**src/design/hwd_pkg.sv**
```systemverilog
`timescale 1ns / 1ps
// ----------------------------------------------------------------------------
// hwd_pkg: shared types and constants of the Huffman tree-walk decoder
// Node entry layout, command format between front and back, and helpers.
// ----------------------------------------------------------------------------
package hwd_pkg;

  // Number of node table entries (2 to 512).
  localparam int MAX_NODES   = 512;
  localparam int NODE_AW     = (MAX_NODES > 1) ? $clog2(MAX_NODES) : 1;

  // Field widths fixed by the item formats.
  localparam int IDX_W       = 9;
  localparam int CHILD_W     = 10;
  localparam int SYM_W       = 8;

  // Depth of the command queue between front and back (power of two).
  localparam int QUEUE_DEPTH = 4;
  localparam int QA_W        = $clog2(QUEUE_DEPTH);

  localparam logic [IDX_W:0] MAX_NODES_W = (IDX_W + 1)'(MAX_NODES);

  // Opcode values of an input item.
  localparam logic OPC_WRITE  = 1'b0;
  localparam logic OPC_DECODE = 1'b1;

  typedef struct packed {
    logic [CHILD_W-1:0] left;
    logic [CHILD_W-1:0] right;
    logic [SYM_W-1:0]   symbol;
  } entry_t;

  // An entry whose children are both missing; used for a root out of range.
  localparam entry_t MISSING_ENTRY = '{
    left:   {1'b1, {(CHILD_W-1){1'b0}}},
    right:  {1'b1, {(CHILD_W-1){1'b0}}},
    symbol: '0
  };

  typedef enum logic {
    CMD_WRITE = 1'b0,
    CMD_BIT   = 1'b1
  } cmd_kind_t;

  typedef struct packed {
    cmd_kind_t          kind;
    logic               wr_ok;
    logic [NODE_AW-1:0] wr_addr;
    entry_t             wr_entry;
    logic               code_bit;
  } cmd_t;

  // Status of the back end, watched at the top level.
  typedef struct packed {
    logic loading;
    logic stale;
  } hwd_stat_t;

  function automatic logic idx_in_range(input logic [IDX_W-1:0] idx);
    return {1'b0, idx} < MAX_NODES_W;
  endfunction

  // A child reference is usable when non-negative and inside the table.
  function automatic logic child_present(input logic [CHILD_W-1:0] c);
    return !c[CHILD_W-1] && idx_in_range(c[IDX_W-1:0]);
  endfunction

endpackage

```
**src/design/hwd_queue.sv**
```systemverilog
`timescale 1ns / 1ps
// ----------------------------------------------------------------------------
// hwd_queue: command queue
// Short first-in first-out buffer between front and back.
// ----------------------------------------------------------------------------
module hwd_queue (
  input  logic          clk,
  input  logic          rst_n,
  input  logic          push_valid,
  output logic          push_ready,
  input  hwd_pkg::cmd_t push_cmd,
  output logic          head_valid,
  output hwd_pkg::cmd_t head_cmd,
  input  logic          pop
);
  import hwd_pkg::*;

  cmd_t            slot_r [QUEUE_DEPTH];
  logic [QA_W-1:0] wr_ptr_r;
  logic [QA_W-1:0] rd_ptr_r;
  logic [QA_W:0]   count_r;
  logic            push;
  logic            pull;

  assign push_ready = (count_r != (QA_W + 1)'(QUEUE_DEPTH));
  assign head_valid = (count_r != '0);
  assign head_cmd   = slot_r[rd_ptr_r];
  assign push       = push_valid && push_ready;
  assign pull       = pop && head_valid;

  always_ff @(posedge clk) begin
    if (!rst_n) begin
      wr_ptr_r <= '0;
      rd_ptr_r <= '0;
      count_r  <= '0;
    end else begin
      if (push) begin
        wr_ptr_r <= wr_ptr_r + 1'b1;
      end
      if (pull) begin
        rd_ptr_r <= rd_ptr_r + 1'b1;
      end
      if (push && !pull) begin
        count_r <= count_r + 1'b1;
      end else if (pull && !push) begin
        count_r <= count_r - 1'b1;
      end
    end
  end

  always_ff @(posedge clk) begin
    if (push) begin
      slot_r[wr_ptr_r] <= push_cmd;
    end
  end

endmodule

```
**config.mk**
```make
export PLATFORM = sky130hd
export DESIGN_NAME = hwd_queue
export DESIGN_NICKNAME = d
export VERILOG_FILES = /design/src/design/hwd_pkg.sv /design/src/design/hwd_queue.sv
export SDC_FILE = /design/constraint.sdc
export NUM_CORES = 1
export LEC_CHECK = 0
export ABC_CLOCK_PERIOD_IN_PS = 2700
export BUFFER_PORTS_ARGS = -buffer_cell sky130_fd_sc_hd__buf_2
export CORE_AREA = 2 2 109 111
export DETAILED_ROUTE_END_ITERATION = 8
export DIE_AREA = 0 0 111 113
export PLACE_DENSITY = 0.89
export SYNTH_ARGS = -nofsm -noshare
export SYNTH_HDL_FRONTEND = slang
export SYNTH_SLANG_ARGS = --single-unit
```
**constraint.sdc**
```tcl
create_clock -name clk -period 2.7 [get_ports clk]
set_input_delay 0.54 -clock clk [delete_from_list [all_inputs] [get_ports clk]]
set_output_delay 0.54 -clock clk [all_outputs]
set_load 0.02 [all_outputs]
```
# Word level (Yosys, flattened, before mapping)
# Memories as Yosys holds them, arrays and structs flattened. A register that Yosys moved wholly into a read port is not among the register bits.
# Index checks and enable logic that the tools add are counted.
# op_classes
n_mux	6
eq_ne	1
reduce_logical	8
n_addsub	4
# ops
cell	count
$mux W3	2
$add A2 B1 Y2 const B	2
$logic_and A1 B1 Y1	4
$mux W2	2
$add A3 B1 Y3 const B	1
$ne A3 B3 Y1 const B	1
$reduce_bool A3 Y1	1
$sub A3 B1 Y3 const B	1
$logic_not A1 Y1	2
$mux W1	2
$reduce_bool A2 Y1	1
# word_totals
regBits	7
output_inout_bits	42
in_bits	44
n_memories	1
mem_bits_rw	160
# mem_list
name	depth	word_bits	read_ports	rd_ports_with_merged_regs	wr	line_no	source
slot_r	4	40	1	1	1	hwd_queue.sv:18	cmd_t slot_r [QUEUE_DEPTH];

# Depth between registers and ports, before layout
# Gate-level depths: netlist of the first run.
# logic_depth
word_depth	6
mapped_depth	8
mapped_depth_nobuf	8

# Worst setup path before layout of the first run
# Ideal clock, no wire load.
# synth_timing
kind	reg2reg
startpoint	register count_r[0]
endpoint	memory slot_r[0][0] (netlist name) (enable)
stages_incl_launch_ff	4
setup_ps	401
required_time_ps	2299
path_slack_ps	432
arrival_ps	1867
cell_sequence	dfxtp_1 > nor2_1 > a21boi_2 > and2_1
# synth_between
elab_chain_len	4
# synth_lines
item	line_no	source
start: declaration	hwd_queue.sv:21	logic [QA_W:0] count_r;
start signal: assignment	hwd_queue.sv:44	count_r <= count_r + 1'b1;
start signal: assignment	hwd_queue.sv:46	count_r <= count_r - 1'b1;
$ne A3 B3 Y1	hwd_queue.sv:25	assign push_ready = (count_r != (QA_W + 1)'(QUEUE_DEPTH));
$logic_and A1 B1 Y1	hwd_queue.sv:28	assign push = push_valid && push_ready;
via push	hwd_queue.sv:22	logic push;
$mux W1	hwd_queue.sv:52	if (push) begin
$mux W1 (implied by the code)	hwd_queue.sv:53	slot_r[wr_ptr_r] <= push_cmd;
end: declaration	hwd_queue.sv:18	
# The timed path passes the listed nets, and every way through them passes these cells.

==> out/qor.yml, run 1 <==
worst_hold_path:
  min_from: "push_cmd[39]"
  min_path_type: "primary input to flip-flop"
  holdPathStages: 1
  min_to: "slot_r[0][39]$_DFFE_PP_"
synth:
  synthCells: 257
  mappedNetlistArea_sq_um: 6310
  ys_warn_count: 0
  syn-num-nets: 307
  ys_types: 23
  seq_area_frac_synth: 0.790
  syn_area_per_cell_sq_um: 24.6
  synth_seq_cells: 169
grt:
  overflow: 0
  grt_pass1_vias: 3080
  grt_pass1_wl_um: 16200
  antenna_found_initial: 0
  grt_start_max_net_pins: 41
  track_usage: 0.176
drt:
  firstDrtPassIters: 4
  vias: 2893
  routed_via_density: 5.58
  drt_wl_total_um: 10200
  wl_per_cell_um: 19.8
  drt_iter0_markers: 141
  antenna_left: 0
  drc: 0
timing:
  min_period_ns: 2.50
  postLayoutSetupSlackWorst_ns: 0.201
  setup_viol: 0
  worstMarginPinSlew_ns: 0.420
  fin_crit_sh: 0.926
  fin_skew_ns: 0.00830
  relSlewSlack: 0.720
  rsz0062_at_grt: "false"
  holdWs_ns: 0.332
  report.final.slew_viol_count: 0
  max_freq_mhz: 400
  finalSetupTns_ns: 0
  hold_viol_final: 0
clocking:
  post_cts_buffers: 0
  root_buffer: "clkbuf_16"
  clk_pin_slew_worst_paths_ns: 0.06
  holdBufCountCts: 0
  cts_tree: "yes"
  clk_path_buf_depth: 2
  htreeDepth: 4
  clock-sinks: 169
  cts_buffers: 17
  clkLatencyLatePin_ns: 0.42
  cts_resized: 0
place:
  dp_hpwl_um: 6260
  place_inst: 486
  port_buffers: 85
  gp_congestion: 0.688
  dpl_worst_slack_ns: 0.333
pwr:
  p_sw_frac: 0.279
  ir_worst_vdd_mv: 0.511
  power_frac_clock: 0.305
  seqPwrFrac: 0.451
  comb_power_share: 0.243
  p_sw_w: 0.00208
  p_int_w: 0.00538
  power.density_nw_per_um2: 995
  power_leakage_nw: 2.54
worst_setup_path:
  start_kind: "flip-flop"
  reg2reg_to: "count_r[2]$_SDFFE_PN0P_"
  r2r_cells: 8
  rr_startpoint: "count_r[1]$_SDFFE_PN0P_"
  crit_required_ns: 2.16
  worstSetupPathType: "flip-flop to primary output"
  end_kind: "primary output"
  worst-path-max-fanout: 14
  regToRegSetupSlack_ns: 0.34
  cp.arrival_ns: 1.96
floorplan:
  die_h_um: 113
  initial_core_util: 0.560
  design.die.area_sq_um: 12500
  io_pins: 86
  num_rows: 39
  fp.coreArea_sq_um: 11300
  die_w_um: 111
final_layout:
  fin_util: 0.665
  final.fill_count: 719
  seq_area_sq_um: 4990
  insertedDiodeCount: 0
  area_growth_pct: 18.7
  multiInputGateArea_sq_um: 1210
  fin_cells: 518
  post_route_cells_drive_above_1_share: 0.456
  final_nets: 412
job:
  cap_viol_max_count: 0
status:
  status: "complete, no violations"
## power groups by stage
stage / Clock (W) / Sequential (W) / Combinational [W]
global route: 0.00243 / 0.00340 / 0.00194
global placement: 0 / 0.00340 / 0.00180
CTS: 0.00233 / 0.00337 / 0.00185
finish: 0.00228 / 0.00337 / 0.00181
floorplan: 0 / 0.00332 / 0.00145
detailed placement: 0 / 0.00343 / 0.00184
## state kept, by name, summed over array words and instances, names as in the netlist, named ones only
signal,flops
wr_ptr_r,2
slot_r,160
count_r,3
rd_ptr_r,2
## cell usage after synthesis
cell type / count / area share
edfxtp_1: 160 / 0.76
mux4_2: 40 / 0.14
dfxtp_1: 9 / 0.029
and2_1: 8 / 0.0079
ha_1: 5 / 0.0099
nand2_1: 5 / 0.0030
buf_12: 4 / 0.013
buf_2: 4 / 0.0032
inv_1: 3 / 0.0018
mux2i_1: 3 / 0.0048
xnor2_1: 3 / 0.0042
or3_1: 2 / 0.0020
a21boi_0: 1 / 0.0012
a21boi_2: 1 / 0.0018
buf_6: 1 / 0.0018
clkbuf_1: 1 / 0.00059
fa_1: 1 / 0.0032
nor2_1: 1 / 0.00059
nor2b_1: 1 / 0.00099
o21ai_0: 1 / 0.00079
o311ai_2: 1 / 0.0026
o31ai_4: 1 / 0.0034
xor2_1: 1 / 0.0014
## cell families (layout without fill, tap and decap cells)
group,Yosys count,after routing,synth area share
xor gates and xnor gates,4,4,0.00555
muxes,43,43,0.147
AOI/OAI and AO/OA,5,5,0.00971
adders and majority gates,6,6,0.0131
DFF,169,169,0.790
buffers and inverters,13,131,0.0200
and+or+nand+nor,17,17,0.0145
## metrics by stage
stage                     instance area [sq um]  power (W)
final                                      7490    0.00746
after CTS                                  7490    0.00755
after floorplan                            6310    0.00478
after global routing                       7490    0.00777
after global placement                     6930    0.00520
after detailed placement                   6930    0.00527
## worst max-delay path by stage
stage          cells past startpoint  slack (ns)                      end                    start
5_1_grt                            3        0.08             head_cmd[12]                flip-flop
2_1_floorplan                      3        0.43   slot_r[0][0]$_DFFE_PP_  count_r[0]$_SDFFE_PN0P_
3_3_place_gp                       8        0.45  count_r[2]$_SDFFE_PN0P_               push_valid
4_1_cts                            3        0.14             head_cmd[12]                flip-flop
6_report                           3        0.20             head_cmd[12]                flip-flop
3_5_place_dp                       8        0.33  count_r[2]$_SDFFE_PN0P_  count_r[1]$_SDFFE_PN0P_
## cell usage in the layout (no fill, tap or decap), drive strengths merged
cell	n
clkinvlp	5
clkinv	4
xor2	1
mux4	40
or3	2
and2	8
dfxtp	9
buf	96
o31ai	1
o311ai	1
ha	5
inv	4
fa	1
nor2b	1
a21boi	2
clkbuf	20
mux2i	3
nand2	5
bufinv	2
nor2	1
o21ai	1
edfxtp	160
xnor2	3
## routing by layer
layer | GRT usage | wire (um) | vias to the layer above
li1 | - | - | 1283
met1 | 0.219 | 4170 | 1515
met2 | 0.289 | 5400 | 83
met3 | 0.0595 | 558 | 12
met4 | 0.0708 | 123 | 0
met5 | 0 | 0 | -
## critical path: stages, from the launching register on
cell and delay [ns]:
dfxtp_4 0.53, buf_4 0.27, mux4_2 0.54, buf_2 0.18
## area by class of cell
type | instances | area share
Clock buffer | 20 | 0.0583
Clock inverter | 12 | 0.0169
Sequential cell | 169 | 0.666
Timing Repair Buffer | 96 | 0.0728
Tap cell | 143 | 0.0239
Multi-Input combinational cell | 75 | 0.161
Inverter | 3 | 0.00150
Note: power is estimated with default switching activity, not from simulation.
==> inputs of run 2 (changes only) <==
- ABC_CLOCK_PERIOD_IN_PS: 2700 -> 2350
- clock period: 2.7 -> 2.35 ns (I/O delays scaled with it)
==> run 2 against run 1 <==
- sequential cell count did not move
- sequential power up 12%
- design area increased by 0.78%
- count of clock-buffer cells in the layout up 1
==> out/qor.yml, run 2 (synthesis gave the netlist of run 1 again) <==
timing:
  setup_viol: 0  # unchanged
  rsz0062_at_grt: "false"
  finalSetupTns_ns: 0  # unchanged
  hold_viol_final: 0  # unchanged
  fin_crit_sh: 0.947
  max_freq_mhz: 450
  worstMarginPinSlew_ns: 0.423  # +0.00257 ns
  relSlewSlack: 0.718  # -0.00172
  fin_skew_ns: 0.0176  # +0.00927 ns
  report.final.slew_viol_count: 0  # unchanged
  min_period_ns: 2.22
drt:
  wl_per_cell_um: 20.2  # +2.3%
  drt_iter0_markers: 140  # -0.71%
  antenna_left: 0  # unchanged
  firstDrtPassIters: 4  # unchanged
  routed_via_density: 5.55  # -0.63%
  drt_wl_total_um: 10500  # +2.7%
  drc: 0  # unchanged
  vias: 2886  # -0.24%
floorplan:
  die_w_um: 111  # unchanged
  design.die.area_sq_um: 12500  # unchanged
  die_h_um: 113  # unchanged
  io_pins: 86  # unchanged
  initial_core_util: 0.560  # unchanged
  num_rows: 39  # unchanged
  fp.coreArea_sq_um: 11300  # unchanged
clocking:
  clk_pin_slew_worst_paths_ns: 0.06  # about the same
  clock-sinks: 169  # unchanged
  cts_resized: 1  # +1
  cts_tree: "yes"
  clk_path_buf_depth: 2  # unchanged
  post_cts_buffers: 0  # unchanged
  clkLatencyLatePin_ns: 0.42  # about the same
  holdBufCountCts: 0  # unchanged
  root_buffer: "clkbuf_16"
  htreeDepth: 4  # unchanged
  cts_buffers: 17  # unchanged
place:
  place_inst: 487  # +0.21%
  placed_cell_area_sq_um: 6940  # +0.11%
  gp_congestion: 0.668  # -2.9%
  dp_hpwl_um: 6490  # +3.7%
  port_buffers: 85  # unchanged
worst_setup_path:
  cp.arrival_ns: 1.75  # -0.21 ns
  reg2reg_to: "count_r[2]$_SDFFE_PN0P_"
  critPathBufInv: 2  # unchanged
  crit_path_max_incr_delay_ns: 0.56  # +0.02 ns
  path_delay_family: "multiplexers"
  cp-endpoint: "head_cmd[36]"
  crit_required_ns: 1.88  # -0.28 ns
  worst-path-max-fanout: 17  # +3
  rr_startpoint: "count_r[1]$_SDFFE_PN0P_"
  start_kind: "flip-flop"
  path_cells: "buf_6, mux4_2, buf_2"
  regToRegSetupSlack_ns: 0.27  # -0.07 ns
  r2r_cells: 8  # unchanged
  crit_slowest_cell: "mux4_2"
  end_kind: "primary output"
  path_depth: 3  # unchanged
  worstSetupPathType: "flip-flop to primary output"
pwr:
  ir_worst_vdd_mv: 0.625  # +22%
  total_power_w: 0.00876  # +17%
  power.density_nw_per_um2: 1160  # +17%
  power_leakage_nw: 2.59  # +1.7%
final_layout:
  fin_util: 0.670  # +0.00522
  largest_reg_flops: 160  # unchanged
  area_growth_pct: 19.7
  final_common_cell: "edfxtp_1"
  final_cell_mix: "edfxtp_1, buf_2, mux4_2"
  final_nets: 413  # +0.24%
  postLayoutCellArea_sq_um: 7550  # +0.78%
  fin_cells: 520  # +0.39%
  top_register: "slot_r"
  post_route_cells_drive_above_1_share: 0.471  # +0.0147
  top_regs: "slot_r: 160 flops, count_r: 3 flops"
worst_hold_path:
  min_from: "push_cmd[26]"
  min_path_type: "primary input to flip-flop"
  holdPathStages: 1  # unchanged
grt:
  grt_pass1_wl_um: 16700  # +3.2%
  overflow: 0  # unchanged
  grt_start_max_net_pins: 41  # unchanged
  grt_pass1_vias: 3072  # -0.26%
  track_usage: 0.181  # +0.00506
  antenna_found_initial: 1  # +1
job:
  cap_viol_max_count: 0  # unchanged
status:
  status: "complete, no violations"
==> run 2: cell types whose count changed in the layout (fill, tap and decap cells not counted), sizes merged <==
cell,previous run,this run
buf,96,97
bufinv,2,3
clkbuf,20,21
clkinv,4,5
clkinvlp,5,2
diode,0,1
==> run 2: final cells by class <==
type / count / area (sq um)
antenna: 1 / 2.50
clock buffer: 21 / 460
clock inverter: 11 / 145
fill: 710 / 3720
inverter: 3 / 11.3
multi-input combinational: 75 / 1210
sequential: 169 / 4990
tap: 143 / 179
timing repair buffer: 97 / 557
==> run 2: worst register-to-register path, delay by kind of cell, from the launching register on <==
family	cells	cell delay [ns]
buf+inv	1	0.06
fa+ha+maj	2	0.59
compound gates	2	0.35
simple gates	2	0.40
xor+xnor	1	0.18
flops	1	0.41
==> run 2: metal layers <==
layer / share of wire / vias to the layer above / GRT usage
met5: 0 / - / 0
met4: 0.0071 / 0 / 0.0525
met3: 0.043 / 6 / 0.0584
met2: 0.52 / 81 / 0.297
met1: 0.43 / 1506 / 0.238
li1: - / 1293 / -
==> run 2: worst min-delay path by stage <==
stage	end
finish	slot_r[3][26]$_DFFE_PP_
global route	slot_r[3][15]$_DFFE_PP_
CTS	slot_r[3][26]$_DFFE_PP_
detailed placement	wr_ptr_r[0]$_SDFFE_PN0P_
global placement	wr_ptr_r[1]$_SDFFE_PN0P_
floorplan	wr_ptr_r[1]$_SDFFE_PN0P_
==> run 2: through the flow <==
step | worst slack (ns) | hold WS, ns
floorplan | 0.0817 | 0.468
global placement | 0.315 | 0.478
detailed placement | 0.158 | 0.506
CTS | 0.0855 | 0.254
global route | 0.0395 | 0.252
finish | 0.126 | 0.269
==> run 2: power breakdown <==
part / leakage [nW] / switching [W] / internal, W
Sequential: 1.54 / 0.000127 / 0.00367
Combinational: 0.753 / 0.00120 / 0.000962
Clock: 0.291 / 0.00107 / 0.00173
==> inputs of run 3 (changes only) <==
- CELL_PAD_IN_SITES_DETAIL_PLACEMENT: not set -> 1
- CELL_PAD_IN_SITES_GLOBAL_PLACEMENT: not set -> 1
- CORE_AREA: 2 2 109 111 -> 2 2 116 118
- DIE_AREA: 0 0 111 113 -> 0 0 118 120
==> run 3 against run 2 <==
- worst setup slack got worse by 0.064 ns
- register-to-register slack worse by 0.15 ns
- design area increased by 2.5%
- worst hold slack hardly changed
- sequential cell count unchanged
- global-route usage is 0.38 points higher
- sequential power increased by 2%
==> out/qor.yml, run 3 (synthesis gave the netlist of run 1 again) <==
status:
  status: "complete, no violations"
timing:
  max_freq_mhz: 437  # -2.8%
  hold_viol_final: 0  # unchanged
  fin_skew_ns: 0.00732  # -0.0102 ns
  report.final.slew_viol_count: 0  # unchanged
  min_period_ns: 2.29  # +0.0637 ns
  fin_crit_sh: 0.974  # +0.0271
  worstMarginPinSlew_ns: 0.423  # -0.000195 ns
  relSlewSlack: 0.718  # about the same
  rsz0062_at_grt: "false"
  setup_viol: 0  # unchanged
clocking:
  cts_tree: "yes"
  clk_pin_slew_worst_paths_ns: 0.06  # about the same
  root_buffer: "clkbuf_16"
  clkLatencyLatePin_ns: 0.41  # about the same
  htreeDepth: 4  # unchanged
  clk_path_buf_depth: 2  # unchanged
  holdBufCountCts: 0  # unchanged
  clock-sinks: 169  # unchanged
  cts_buffers: 17  # unchanged
floorplan:
  die_h_um: 120  # +6.2%
  fp.coreArea_sq_um: 13000  # +15%
  design.die.area_sq_um: 14200  # +13%
  num_rows: 42  # +7.7%
  die_w_um: 118  # +6.3%
  initial_core_util: 0.486  # -0.0737
  io_pins: 86  # unchanged
place:
  place_inst: 520  # +6.8%
  port_buffers: 85  # unchanged
  dp_hpwl_um: 7810  # +20%
  gp_congestion: 0.713  # +6.7%
final_layout:
  area_growth_pct: 22.7
  fin_cells: 559  # +7.5%
  top_regs: "slot_r: 160 flops, count_r: 3 flops"
  final.fill_count: 1124  # +58%
  largest_reg_flops: 160  # unchanged
  post_route_cells_drive_above_1_share: 0.465  # -0.00599
  top_register: "slot_r"
  final_cell_mix: "edfxtp_1, buf_2, mux4_2"
  final_nets: 420  # +1.7%
  fin_util: 0.597  # -0.0734
  final_common_cell: "edfxtp_1"
  insertedDiodeCount: 0  # -1
grt:
  grt_pass1_wl_um: 19000  # +13%
  grt_start_max_net_pins: 36  # -12%
  overflow: 0  # unchanged
  use_met1: 0.225  # -0.0127
  antenna_found_initial: 1  # unchanged
  grt_pass1_vias: 3321  # +8.1%
  grt-busiest-layer: "met2"
  track_usage: 0.185  # +0.00377
  use_met3: 0.0504  # -0.00800
  met2_usage: 0.318  # +0.0218
pwr:
  power.density_nw_per_um2: 1160  # +0.30%
  ir_worst_vdd_mv: 0.647  # +3.5%
  power_leakage_nw: 2.65  # +2.4%
drt:
  wl_per_cell_um: 21.7  # +7.5%
  antenna_left: 0  # unchanged
  vias: 2932  # +1.6%
  drt_wl_total_um: 12200  # +16%
  drc: 0  # unchanged
  drt_iter0_markers: 185  # +32%
  routed_via_density: 5.25  # -5.5%
  firstDrtPassIters: 4  # unchanged
worst_setup_path:
  start_kind: "flip-flop"
  cp.arrival_ns: 1.82  # +0.07 ns
  worst-path-max-fanout: 15  # -2
  worstSetupPathType: "flip-flop to primary output"
  end_kind: "primary output"
  r2r_cells: 8  # unchanged
  crit_required_ns: 1.88  # about the same
job:
  cap_viol_max_count: 0  # unchanged
worst_hold_path:
  holdPathStages: 1  # unchanged
  min_path_type: "primary input to flip-flop"
-- run 3: cell types whose count changed in the layout (fill, tap and decap cells not counted), moves of 2 or more --
cell / previous run / this run
clkbuf_8: 2 / 0
clkinv_4: 2 / 0
buf_12: 3 / 11
dfxtp_2: 3 / 1
clkbuf_1: 2 / 5
dfxtp_1: 5 / 7
-- run 3: where the power goes --
| part | total (W) | switching [W] | internal [W] |
|---|---|---|---|
| logic | 0.00235 | 0.00123 | 0.00112 |
| clock network | 0.00281 | 0.00104 | 0.00177 |
| registers | 0.00385 | 0.000189 | 0.00367 |
| total | 0.00901 | 0.00246 | 0.00655 |
-- run 3: metrics by stage --
stage          hold slack (ns)  power, W  cell area (sq um)  setup WS [ns]  TNS (ns)
2_1_floorplan            0.468   0.00549               6310         0.0817         0
3_3_place_gp             0.477   0.00610               7080          0.290         0
3_5_place_dp             0.510   0.00620               7080          0.132         0
4_1_cts                  0.248   0.00903               7670       -0.00955   -0.0245
5_1_grt                  0.257   0.00940               7740      0.0000850         0
6_report                 0.269   0.00901               7740         0.0618         0
-- run 3: path summary, 6_finish.rpt --
path,startpoint,endpoint,slack (ns)
setup reg to reg,count_r[0]$_SDFFE_PN0P_,count_r[2]$_SDFFE_PN0P_,0.12
hold / removal,push_cmd[34],slot_r[3][34]$_DFFE_PP_,0.27
hold reg to reg,wr_ptr_r[1]$_SDFFE_PN0P_,wr_ptr_r[1]$_SDFFE_PN0P_,0.54
setup / recovery,flip-flop,head_cmd[17],0.06
-- run 3: cell type report --
class	count	area [sq um]	area share
clock buffers	22	444	0.0574
clock inverters	10	150	0.0194
inverters	3	11.3	0.00145
multi-input cells	75	1210	0.156
flip-flops and latches	169	4990	0.644
well taps	176	220	0.0284
repair buffers	104	723	0.0934
-- run 3: worst max-delay path: stages (launching register included) --
cell and delay, ns:
dfxtp_4 0.46, buf_12 0.21, mux4_2 0.54, buf_2 0.18
-- run 3: what timing repair did --
action,CTS,global route
buffers inserted,0,6
resized for setup,0,0
setup endpoints to repair,5,22
cloned,0,1
-- run 3: routing by layer --
| layer | wire length (um) | vias up |
|---|---|---|
| li1 | - | 1300 |
| met1 | 4940 | 1527 |
| met2 | 6480 | 83 |
| met3 | 548 | 20 |
| met4 | 168 | 2 |
| met5 | 11 | - |
